### src/design/ott_pkg.sv
`timescale 1ns / 1ps
// ----------------------------------------------------------------------------
// ott_pkg: shared types and constants of the one-shot timeout table
// Field widths, opcodes, result kinds, the divide-by-tick reciprocal and the
// words that pass between the front end, the back end and the result queue.
// ----------------------------------------------------------------------------
package ott_pkg;

   localparam int SLOTS       = 16;
   localparam int TICK_MS     = 10;
   localparam int MAX_RESULTS = 16;

   localparam int OP_W       = 2;
   localparam int DUR_W      = 32;
   localparam int SID_W      = 8;
   localparam int KIND_W     = 2;
   localparam int RSP_SLOT_W = 4;
   localparam int COUNT_W    = 29;

   localparam int SLOT_W = (SLOTS > 1) ? $clog2(SLOTS) : 1;
   localparam int SENT_W = $clog2(MAX_RESULTS + 1);

   localparam logic [COUNT_W-1:0] COUNT_MAX = {COUNT_W{1'b1}};

   // Opcodes of an input word
   localparam logic [OP_W-1:0] OP_TICK       = 2'd0;
   localparam logic [OP_W-1:0] OP_REGISTER   = 2'd1;
   localparam logic [OP_W-1:0] OP_UNREGISTER = 2'd2;
   localparam logic [OP_W-1:0] OP_UNUSED     = 2'd3;

   // Kinds of a result word
   localparam logic [KIND_W-1:0] KIND_REGISTER   = 2'd0;
   localparam logic [KIND_W-1:0] KIND_UNREGISTER = 2'd1;
   localparam logic [KIND_W-1:0] KIND_EXPIRY     = 2'd2;

   // floor(d / TICK_MS) == (d * RECIP) >> RECIP_SHIFT for every 32-bit d
   localparam int RECIP_SHIFT = DUR_W + $clog2(TICK_MS);
   localparam int RECIP_W     = DUR_W + 1;
   localparam int PROD_W      = RECIP_SHIFT + DUR_W;
   localparam logic [63:0] RECIP_FULL =
      ((64'd1 << RECIP_SHIFT) + 64'(TICK_MS) - 64'd1) / 64'(TICK_MS);
   localparam logic [RECIP_W-1:0] RECIP = RECIP_FULL[RECIP_W-1:0];

   // Queue between front and back
   localparam int WQ_DEPTH = 2;
   localparam int WQ_AW    = $clog2(WQ_DEPTH);
   // Result queue
   localparam int RQ_DEPTH = 2;
   localparam int RQ_AW    = $clog2(RQ_DEPTH);

   typedef struct packed {
      logic [OP_W-1:0]    op;
      logic [COUNT_W-1:0] count;
      logic               notify;
      logic [SID_W-1:0]   sid;
   } work_type;

   typedef struct packed {
      logic     valid;
      work_type work;
   } work_head_type;

   typedef struct packed {
      logic [KIND_W-1:0]     kind;
      logic [RSP_SLOT_W-1:0] slot;
      logic                  ok;
      logic                  last;
   } result_type;

endpackage

### src/design/ott_front.sv
`timescale 1ns / 1ps
// ----------------------------------------------------------------------------
// ott_front: request intake
// Accepts request words, drops unused opcodes, turns the duration into a
// tick count through a registered reciprocal multiply and queues the work.
// ----------------------------------------------------------------------------
module ott_front (
   input  logic                         clock,
   input  logic                         reset,
   input  logic                         req_push,
   output logic                         req_full,
   input  logic [ott_pkg::OP_W-1:0]     req_op,
   input  logic [ott_pkg::DUR_W-1:0]    req_duration_ms,
   input  logic                         req_notify,
   input  logic [ott_pkg::SID_W-1:0]    req_slot_id,
   output ott_pkg::work_head_type       head,
   input  logic                         head_pop
);

   logic                          s1_valid_ff, s1_valid_in;
   logic [ott_pkg::OP_W-1:0]      s1_op_ff;
   logic                          s1_notify_ff;
   logic [ott_pkg::SID_W-1:0]     s1_sid_ff;
   logic [ott_pkg::PROD_W-1:0]    s1_prod_ff;

   ott_pkg::work_type             wq_mem_ff [ott_pkg::WQ_DEPTH];
   logic [ott_pkg::WQ_AW-1:0]     wq_rd_ff, wq_wr_ff;
   logic [ott_pkg::WQ_AW:0]       wq_cnt_ff, wq_cnt_in;

   logic                          accept, wq_full, s1_move;
   logic [ott_pkg::DUR_W-1:0]     quot;
   ott_pkg::work_type             s1_work;

   assign wq_full  = (wq_cnt_ff == (ott_pkg::WQ_AW+1)'(ott_pkg::WQ_DEPTH));
   assign s1_move  = s1_valid_ff && !wq_full;
   assign req_full = s1_valid_ff && wq_full;
   assign accept   = req_push && !req_full;

   always_comb begin
      s1_valid_in = s1_valid_ff;
      if (s1_move) s1_valid_in = 1'b0;
      if (accept && req_op != ott_pkg::OP_UNUSED) s1_valid_in = 1'b1;
   end

   // saturate the quotient into the count width
   assign quot = s1_prod_ff[ott_pkg::RECIP_SHIFT +: ott_pkg::DUR_W];
   always_comb begin
      s1_work.op     = s1_op_ff;
      s1_work.notify = s1_notify_ff;
      s1_work.sid    = s1_sid_ff;
      if (|quot[ott_pkg::DUR_W-1:ott_pkg::COUNT_W]) begin
         s1_work.count = ott_pkg::COUNT_MAX;
      end else begin
         s1_work.count = quot[ott_pkg::COUNT_W-1:0];
      end
   end

   always_comb begin
      wq_cnt_in = wq_cnt_ff;
      if (s1_move && !head_pop) wq_cnt_in = wq_cnt_ff + (ott_pkg::WQ_AW+1)'(1);
      if (!s1_move && head_pop) wq_cnt_in = wq_cnt_ff - (ott_pkg::WQ_AW+1)'(1);
   end

   always_ff @(posedge clock) begin
      if (reset) begin
         s1_valid_ff <= 1'b0;
         wq_rd_ff    <= '0;
         wq_wr_ff    <= '0;
         wq_cnt_ff   <= '0;
      end else begin
         s1_valid_ff <= s1_valid_in;
         wq_cnt_ff   <= wq_cnt_in;
         if (s1_move)  wq_wr_ff <= wq_wr_ff + ott_pkg::WQ_AW'(1);
         if (head_pop) wq_rd_ff <= wq_rd_ff + ott_pkg::WQ_AW'(1);
      end
   end

   always_ff @(posedge clock) begin
      if (accept) begin
         s1_op_ff     <= req_op;
         s1_notify_ff <= req_notify;
         s1_sid_ff    <= req_slot_id;
         s1_prod_ff   <= ott_pkg::PROD_W'(req_duration_ms) *
                         ott_pkg::PROD_W'(ott_pkg::RECIP);
      end
      if (s1_move) wq_mem_ff[wq_wr_ff] <= s1_work;
   end

   assign head.valid = (wq_cnt_ff != '0);
   assign head.work  = wq_mem_ff[wq_rd_ff];

endmodule

### src/design/ott_back.sv
`timescale 1ns / 1ps
// ----------------------------------------------------------------------------
// ott_back: slot table and sequencer
// Holds the countdown slots, serves register and unregister words in one step and
// walks all slots on a tick, one per cycle unless the output stalls, emitting expiries.
// ----------------------------------------------------------------------------
module ott_back (
   input  logic                    clock,
   input  logic                    reset,
   input  ott_pkg::work_head_type  head,
   output logic                    head_pop,
   output logic                    out_valid,
   output ott_pkg::result_type     out_word,
   input  logic                    out_full
);

   typedef enum logic [1:0] {ST_IDLE, ST_WALK, ST_FLUSH} state_type;

   state_type                      state_ff;
   logic [ott_pkg::COUNT_W-1:0]    count_ff [ott_pkg::SLOTS];
   logic [ott_pkg::SLOTS-1:0]      busy_ff;
   logic [ott_pkg::SLOTS-1:0]      armed_ff;
   logic [ott_pkg::SLOT_W-1:0]     idx_ff;
   logic                           pend_valid_ff;
   logic [ott_pkg::SLOT_W-1:0]     pend_slot_ff;
   logic [ott_pkg::SENT_W-1:0]     sent_ff;
   logic                           out_valid_ff;
   ott_pkg::result_type            out_word_ff;

   logic                           can_emit;
   logic                           emit;
   logic                           free_found;
   logic [ott_pkg::SLOT_W-1:0]     free_idx;
   logic [ott_pkg::COUNT_W-1:0]    walk_dec;
   logic [ott_pkg::SLOT_W-1:0]     sid_idx;

   assign can_emit = !out_valid_ff || !out_full;
   assign head_pop = (state_ff == ST_IDLE) && head.valid && can_emit;
   assign walk_dec = count_ff[idx_ff] - ott_pkg::COUNT_W'(1);
   assign sid_idx  = head.work.sid[ott_pkg::SLOT_W-1:0];

   // a new result word enters the output register this cycle
   always_comb begin
      case (state_ff)
         ST_IDLE: begin
            emit = head_pop &&
                   (head.work.op inside {ott_pkg::OP_REGISTER, ott_pkg::OP_UNREGISTER});
         end
         ST_WALK: begin
            emit = can_emit && busy_ff[idx_ff] && (walk_dec == '0) &&
                   armed_ff[idx_ff] && pend_valid_ff &&
                   (sent_ff < ott_pkg::SENT_W'(ott_pkg::MAX_RESULTS));
         end
         ST_FLUSH: begin
            emit = can_emit && pend_valid_ff;
         end
         default: emit = 1'b0;
      endcase
   end

   // lowest free slot
   always_comb begin
      free_found = 1'b0;
      free_idx   = '0;
      for (int i = ott_pkg::SLOTS - 1; i >= 0; i--) begin
         if (!busy_ff[i]) begin
            free_found = 1'b1;
            free_idx   = ott_pkg::SLOT_W'(i);
         end
      end
   end

   always_ff @(posedge clock) begin
      if (reset) begin
         state_ff      <= ST_IDLE;
         busy_ff       <= '0;
         armed_ff      <= '0;
         idx_ff        <= '0;
         pend_valid_ff <= 1'b0;
         sent_ff       <= '0;
         out_valid_ff  <= 1'b0;
      end else begin
         out_valid_ff <= emit || (out_valid_ff && out_full);
         case (state_ff)
            ST_IDLE: begin
               if (head_pop) begin
                  case (head.work.op)
                     ott_pkg::OP_REGISTER: begin
                        out_word_ff.kind      <= ott_pkg::KIND_REGISTER;
                        out_word_ff.last      <= 1'b1;
                        if (free_found) begin
                           count_ff[free_idx] <= head.work.count;
                           busy_ff[free_idx]  <= (head.work.count != '0);
                           armed_ff[free_idx] <= head.work.notify;
                           out_word_ff.slot   <= ott_pkg::RSP_SLOT_W'(free_idx);
                           out_word_ff.ok     <= 1'b1;
                        end else begin
                           out_word_ff.slot   <= '0;
                           out_word_ff.ok     <= 1'b0;
                        end
                     end
                     ott_pkg::OP_UNREGISTER: begin
                        out_word_ff.kind <= ott_pkg::KIND_UNREGISTER;
                        out_word_ff.last <= 1'b1;
                        if (head.work.sid < ott_pkg::SID_W'(ott_pkg::SLOTS)) begin
                           busy_ff[sid_idx]  <= 1'b0;
                           armed_ff[sid_idx] <= 1'b0;
                           out_word_ff.slot  <= ott_pkg::RSP_SLOT_W'(head.work.sid);
                           out_word_ff.ok    <= 1'b1;
                        end else begin
                           out_word_ff.slot  <= '0;
                           out_word_ff.ok    <= 1'b0;
                        end
                     end
                     ott_pkg::OP_TICK: begin
                        state_ff      <= ST_WALK;
                        idx_ff        <= '0;
                        pend_valid_ff <= 1'b0;
                        sent_ff       <= '0;
                     end
                     default: ;
                  endcase
               end
            end
            ST_WALK: begin
               if (can_emit) begin
                  if (busy_ff[idx_ff]) begin
                     count_ff[idx_ff] <= walk_dec;
                     if (walk_dec == '0) begin
                        busy_ff[idx_ff] <= 1'b0;
                        if (armed_ff[idx_ff]) begin
                           armed_ff[idx_ff] <= 1'b0;
                           if (sent_ff < ott_pkg::SENT_W'(ott_pkg::MAX_RESULTS)) begin
                              // hold this expiry until we know whether it is the final one
                              if (pend_valid_ff) begin
                                 out_word_ff.kind <= ott_pkg::KIND_EXPIRY;
                                 out_word_ff.slot <= ott_pkg::RSP_SLOT_W'(pend_slot_ff);
                                 out_word_ff.ok   <= 1'b1;
                                 out_word_ff.last <= 1'b0;
                              end
                              pend_valid_ff <= 1'b1;
                              pend_slot_ff  <= idx_ff;
                              sent_ff       <= sent_ff + ott_pkg::SENT_W'(1);
                           end
                        end
                     end
                  end
                  if (idx_ff == ott_pkg::SLOT_W'(ott_pkg::SLOTS - 1)) begin
                     state_ff <= ST_FLUSH;
                  end else begin
                     idx_ff <= idx_ff + ott_pkg::SLOT_W'(1);
                  end
               end
            end
            ST_FLUSH: begin
               if (can_emit) begin
                  if (pend_valid_ff) begin
                     out_word_ff.kind <= ott_pkg::KIND_EXPIRY;
                     out_word_ff.slot <= ott_pkg::RSP_SLOT_W'(pend_slot_ff);
                     out_word_ff.ok   <= 1'b1;
                     out_word_ff.last <= 1'b1;
                  end
                  pend_valid_ff <= 1'b0;
                  state_ff      <= ST_IDLE;
               end
            end
            default: state_ff <= ST_IDLE;
         endcase
      end
   end

   assign out_valid = out_valid_ff;
   assign out_word  = out_word_ff;

endmodule

### src/design/ott_rsp_queue.sv
`timescale 1ns / 1ps
// ----------------------------------------------------------------------------
// ott_rsp_queue: result queue
// Small register queue that buffers result words toward the rsp_ side.
// ----------------------------------------------------------------------------
module ott_rsp_queue (
   input  logic                 clock,
   input  logic                 reset,
   input  logic                 push,
   input  ott_pkg::result_type  push_word,
   output logic                 full,
   input  logic                 pop,
   output logic                 empty,
   output ott_pkg::result_type  head_word
);

   ott_pkg::result_type        mem_ff [ott_pkg::RQ_DEPTH];
   logic [ott_pkg::RQ_AW-1:0]  rd_ff, wr_ff;
   logic [ott_pkg::RQ_AW:0]    cnt_ff, cnt_in;
   logic                       do_push, do_pop;

   assign full    = (cnt_ff == (ott_pkg::RQ_AW+1)'(ott_pkg::RQ_DEPTH));
   assign empty   = (cnt_ff == '0);
   assign do_push = push && !full;
   assign do_pop  = pop && !empty;

   always_comb begin
      cnt_in = cnt_ff;
      if (do_push && !do_pop) cnt_in = cnt_ff + (ott_pkg::RQ_AW+1)'(1);
      if (!do_push && do_pop) cnt_in = cnt_ff - (ott_pkg::RQ_AW+1)'(1);
   end

   always_ff @(posedge clock) begin
      if (reset) begin
         rd_ff  <= '0;
         wr_ff  <= '0;
         cnt_ff <= '0;
      end else begin
         cnt_ff <= cnt_in;
         if (do_push) wr_ff <= wr_ff + ott_pkg::RQ_AW'(1);
         if (do_pop)  rd_ff <= rd_ff + ott_pkg::RQ_AW'(1);
      end
   end

   always_ff @(posedge clock) begin
      if (do_push) mem_ff[wr_ff] <= push_word;
   end

   assign head_word = mem_ff[rd_ff];

endmodule

### src/design/oneshot_timeout_table.sv
`timescale 1ns / 1ps
// ----------------------------------------------------------------------------
// oneshot_timeout_table: table of one-shot millisecond timeouts
// Register claims the lowest free slot, unregister frees one, a tick counts
// every busy slot down and reports each armed slot that reaches zero.
// ----------------------------------------------------------------------------
//  channel  ports                                         handshake
//  request  req_op, req_duration_ms, req_notify,          req_push / req_full
//           req_slot_id
//  result   rsp_kind, rsp_slot, rsp_ok, rsp_last          rsp_empty / rsp_pop
//
//  Register and unregister words pass through the reciprocal stage, the work
//  queue, the sequencer output register and the result queue.
//  A tick holds the sequencer for a dispatch step, a walk of one slot per cycle
//  unless stalled, and a flush; the sequencer handles one word at a time.
//  Reset clears all slots to free at once, no clearing pass.
//  A full result queue stalls the sequencer, which in turn fills the work
//  queue and raises req_full.
// ----------------------------------------------------------------------------
module oneshot_timeout_table (
   input  logic                              clock,
   input  logic                              reset,
   input  logic                              req_push,
   output logic                              req_full,
   input  logic [ott_pkg::OP_W-1:0]          req_op,
   input  logic [ott_pkg::DUR_W-1:0]         req_duration_ms,
   input  logic                              req_notify,
   input  logic [ott_pkg::SID_W-1:0]         req_slot_id,
   output logic                              rsp_empty,
   input  logic                              rsp_pop,
   output logic [ott_pkg::KIND_W-1:0]        rsp_kind,
   output logic [ott_pkg::RSP_SLOT_W-1:0]    rsp_slot,
   output logic                              rsp_ok,
   output logic                              rsp_last
);

   ott_pkg::work_head_type  head;
   logic                    head_pop;
   logic                    res_valid;
   ott_pkg::result_type     res_word;
   logic                    res_full;
   ott_pkg::result_type     rsp_word;

   ott_front u_front (
      .clock           (clock),
      .reset           (reset),
      .req_push        (req_push),
      .req_full        (req_full),
      .req_op          (req_op),
      .req_duration_ms (req_duration_ms),
      .req_notify      (req_notify),
      .req_slot_id     (req_slot_id),
      .head            (head),
      .head_pop        (head_pop)
   );

   ott_back u_back (
      .clock     (clock),
      .reset     (reset),
      .head      (head),
      .head_pop  (head_pop),
      .out_valid (res_valid),
      .out_word  (res_word),
      .out_full  (res_full)
   );

   ott_rsp_queue u_rsp_queue (
      .clock     (clock),
      .reset     (reset),
      .push      (res_valid),
      .push_word (res_word),
      .full      (res_full),
      .pop       (rsp_pop),
      .empty     (rsp_empty),
      .head_word (rsp_word)
   );

   assign rsp_kind = rsp_word.kind;
   assign rsp_slot = rsp_word.slot;
   assign rsp_ok   = rsp_word.ok;
   assign rsp_last = rsp_word.last;

`ifndef ASSERT_OFF
   // replies to register and unregister are always the final word of their item
   a_reply_last: assert property (@(posedge clock) disable iff (reset)
      (!rsp_empty && rsp_kind != ott_pkg::KIND_EXPIRY) |-> rsp_last)
      else $error("reply word without last");

   // expiry words always report success
   a_expiry_ok: assert property (@(posedge clock) disable iff (reset)
      (!rsp_empty && rsp_kind == ott_pkg::KIND_EXPIRY) |-> rsp_ok)
      else $error("expiry word with ok low");

   // a failed reply carries slot zero
   a_fail_slot: assert property (@(posedge clock) disable iff (reset)
      (!rsp_empty && !rsp_ok) |-> (rsp_slot == '0))
      else $error("failed reply with nonzero slot");

   // the sequencer never pops the work queue while it is empty
   a_pop_valid: assert property (@(posedge clock) disable iff (reset)
      head_pop |-> head.valid)
      else $error("work queue popped while empty");
`endif

endmodule

### config.mk
export PLATFORM = sky130hd
export DESIGN_NAME = oneshot_timeout_table
export DESIGN_NICKNAME = d
export VERILOG_FILES = /design/src/design/ott_pkg.sv /design/src/design/ott_front.sv /design/src/design/ott_back.sv /design/src/design/ott_rsp_queue.sv /design/src/design/oneshot_timeout_table.sv
export SDC_FILE = /design/constraint.sdc
export NUM_CORES = 2
export LEC_CHECK = 0
export BUFFER_PORTS_ARGS = -buffer_cell sky130_fd_sc_hd__buf_2
export CORE_ASPECT_RATIO = 0.8
export CORE_MARGIN = 2
export CORE_UTILIZATION = 50
export DETAILED_ROUTE_END_ITERATION = 7
export PLACE_DENSITY = 0.73
export SYNTH_ARGS = -nofsm -noshare
export SYNTH_HDL_FRONTEND = slang
export SYNTH_HIERARCHICAL = 1
export SYNTH_SLANG_ARGS = --single-unit
### constraint.sdc
create_clock -name clock -period 9.5 [get_ports clock]
set_input_delay 1.9 -clock clock [delete_from_list [all_inputs] [get_ports clock]]
set_output_delay 1.9 -clock clock [all_outputs]
set_load 0.1 [all_outputs]
==> impl_metrics.csv <==
group,metric,value,unit
sta,setup_violations,0,
grt,grt_antenna_before_repair,1,
drt,totalWireLength,118.4,mm
critical_path,reg2reg_slack,3.06,ns
logic_synthesis,yosys_warnings,6,
hold_path,hold_path_class,"reg -> reg",
clock_tree,worstSkewPairLatency,0.63,ns
floorplan,die_x,340.4,um
critical_path,worstPathArrival,8.63,ns
logic_synthesis,synthCells,3477,
logic_synthesis,syn-cell-area,45280,um2
drt,wl_per_cell,24.55,um
cells_and_area,area_growth,9.091,%
logic_synthesis,synthArstFlopShare,0,
cells_and_area,regArea,19590,um2
grt,gr-usage-all-layers,0.2557,
cells_and_area,n_fill_cell,7323,
floorplan,rows,98,
cells_and_area,drive_above_1_share,0.1297,
clock_tree,cts_hold_buf,0,
critical_path,worstPathMaxFanout,7,
grt,grt_pass1_wl,177.8,mm
placed_design,place.gp.congestion,0.9835,
clock_tree,cts_buffers,69,
logic_synthesis,synthFlopType,"edfxtp_1",
sta,hold_viol_final,0,
logic_synthesis,synth_area_leaders,"edfxtp_1, fa_1, ha_1",
placed_design,hpwl,86.57,mm
clock_tree,clk_pin_slew,0.06,ns
clock_tree,clockBufferDepth,3,
grt,grt-ovfl-total,0,
critical_path,required,9.84,ns
cells_and_area,post-route-util,0.5518,
floorplan,io_pins,57,
drt,vias_per_cell,5.946,
placed_design,io_buffers,56,
cells_and_area,fin_nets,4366,
drt,drtAntennaViolNets,0,
sta,fin_crit,8.294,ns
sta,max_freq,120.6,MHz
logic_synthesis,ys_seq_area_frac,0.4324,
floorplan,coreArea,89510,um2
clock_tree,postCtsSetupBuffers,0,
clock_tree,cts_resized,0,
drt,drt-pass1-iter-count,6,
floorplan,fp.dieH,273.2,um
logic_synthesis,avgSynthCellArea,13.02,um2
sta,worst_pin_slew,1.250,ns
clock_tree,cts_root_buf,"clkbuf_16",
clock_tree,clkSinkCount,672,
critical_path,cp-end-kind,"flop",
status,status,"finished clean",
sta,rsz0062_at_grt,"false",
logic_synthesis,yosysTopAreaCellShare,0.4059,
logic_synthesis,ys_ff_latch,672,
sta,fin_crit_sh,0.8730,
clock_tree,htree_num_levels,3,
sta,finClkSkew,0.04711,ns
cells_and_area,multi_input_area,23090,um2
logic_synthesis,synth_edf_count,612,
logic_synthesis,syn_nets,4274,
logic_synthesis,synth_area_leader_cell,"edfxtp_1",
critical_path,path_class,"in -> reg",
floorplan,dieArea,92990,um2
sta,fin_tns_setup,0,ns
run,cap_violations,0,
cells_and_area,n_antenna_cell,0,
logic_synthesis,synth_cell_types,97,
floorplan,start_util,0.5058,
drt,drc,0,
sta,max-slew-margin-rel,0.1649,
sta,finalMaxSlewViolations,0,
critical_path,start_kind,"input pin",
grt,grt_pass1_vias,28622,
clock_tree,cts_tree,"yes",
grt,grt_max_degree,78,
drt,drt_iter0_drc,3287,
drt,vias,28685,
state kept, by name, summed over array words and instances, names as in the netlist, 2 cells and up, named ones only:
register / cells
u_back/busy_ff: 16
u_back/idx_ff: 4
u_back/armed_ff: 16
u_back/out_word: 8
u_front/s1_sid_ff: 8
u_front/wq_cnt_ff: 2
u_rsp_queue/cnt_ff: 2
u_back/count_ff: 464
u_back/state_ff: 2
u_front/wq_mem_ff: 80
u_rsp_queue/mem_ff: 16
u_front/s1_prod_ff: 29
u_back/pend_slot_ff: 4
u_front/s1_op_ff: 2
u_back/sent_ff: 5
placed cells by master (no fill, tap or decap), drive strengths merged, types with 8 or more instances in the layout:
master,n
a221oi,14
a31oi,26
nand2,188
a32oi,8
buf,122
a21o,50
nor3,49
and4,11
clkbuf,82
mux2,56
dfxtp,60
and2,26
nor4,22
and3,22
nor2b,19
mux4,120
nand2b,16
fa,387
or2,13
inv,585
edfxtp,612
mux2i,29
o21ai,117
a22oi,33
o211ai,9
nor2,104
o31ai,8
a211oi,9
o21bai,9
o21a,9
a21oi,128
xor2,51
xnor2,52
a311oi,13
nand4,35
clkinv,28
ha,363
nand3,46
worst max-delay path, cell delays in order:
cell,delay [ns]
buf_2,0.18
ha_1,0.44
inv_1,0.18
fa_1,0.53
inv_1,0.05
fa_1,0.52
inv_1,0.06
fa_1,0.50
inv_1,0.06
fa_1,0.56
fa_1,0.43
fa_1,0.46
fa_1,0.39
ha_1,0.47
and3_2,0.28
nand2_1,0.08
nor2_1,0.29
and4_2,0.30
a221oi_2,0.10
o21bai_1,0.25
nor3b_2,0.29
a21oi_1,0.13
xnor2_1,0.15
cell type report:
cell class | instances | area share
multi-input combinational | 2123 | 0.4674
clock inverter | 44 | 0.009119
clock buffer | 82 | 0.03637
tap | 1200 | 0.03040
inverter | 581 | 0.04415
timing repair buffer | 122 | 0.01596
sequential | 672 | 0.3966
cell usage after synthesis (11+ instances only):
| cell type | instances |
|---|---|
| nand3_1 | 45 |
| nand4_1 | 35 |
| nor2_1 | 104 |
| fa_1 | 387 |
| a21oi_1 | 127 |
| and2_1 | 22 |
| xor2_1 | 51 |
| or2_2 | 13 |
| buf_2 | 13 |
| clkbuf_1 | 61 |
| a22oi_1 | 33 |
| nor3_1 | 49 |
| o21ai_0 | 110 |
| edfxtp_1 | 612 |
| nand2_1 | 187 |
| inv_1 | 578 |
| mux4_2 | 111 |
| a31oi_1 | 26 |
| mux2i_1 | 29 |
| nand2b_1 | 15 |
| xnor2_1 | 52 |
| buf_6 | 11 |
| ha_1 | 363 |
| mux2_2 | 56 |
| a21o_1 | 47 |
| a311oi_1 | 13 |
| nor2b_1 | 19 |
| and3_1 | 19 |
| dfxtp_1 | 60 |
| nor4_1 | 20 |
per-layer routing:
layer	routed length, um	track usage	vias up
met5	0	0	-
met4	2481	0.06237	0
met3	12720	0.05252	176
met2	52150	0.3832	1598
met1	51060	0.3832	14398
li1	-	-	12513
per-stage QoR:
step | setup WS [ns] | instances | hold slack (ns) | instance area, um2
final | 1.206 | 4824 | 0.4253 | 49390
after floorplan | 1.503 | 3477 | 0.4215 | 45280
after detailed placement | 0.6696 | 4698 | 0.4321 | 47150
after global placement | 0.7509 | 4698 | 0.4228 | 47150
after global routing | 0.9372 | 4824 | 0.4501 | 49390
after CTS | 1.302 | 4824 | 0.4302 | 49390
cell families (layout without fill, tap and decap cells):
kind of cell | count (synthesis) | after routing | share of synthesized area
compound gates | 496 | 496 | 0.07323
simple gates | 569 | 569 | 0.06248
mux | 205 | 205 | 0.08077
fa+ha+maj | 750 | 750 | 0.2714
flops | 672 | 672 | 0.4324
xor+xnor | 103 | 103 | 0.01992
buf+inv | 682 | 829 | 0.05977
worst paths after layout:
check                      start                  endpoint  depth (start not counted)
max          req_duration_ms[19]    u_front/s1_prod_ff[64]                         23
min reg2reg  u_front/s1_op_ff[1]  u_front/wq_mem_ff[1][39]                          0
min          u_front/s1_op_ff[1]  u_front/wq_mem_ff[1][39]                          0
max reg2reg                 flop        u_back/out_word[4]                         15
Power is not shown: default switching activity piles up to over one toggle a cycle in this logic, so the estimate is an artifact.
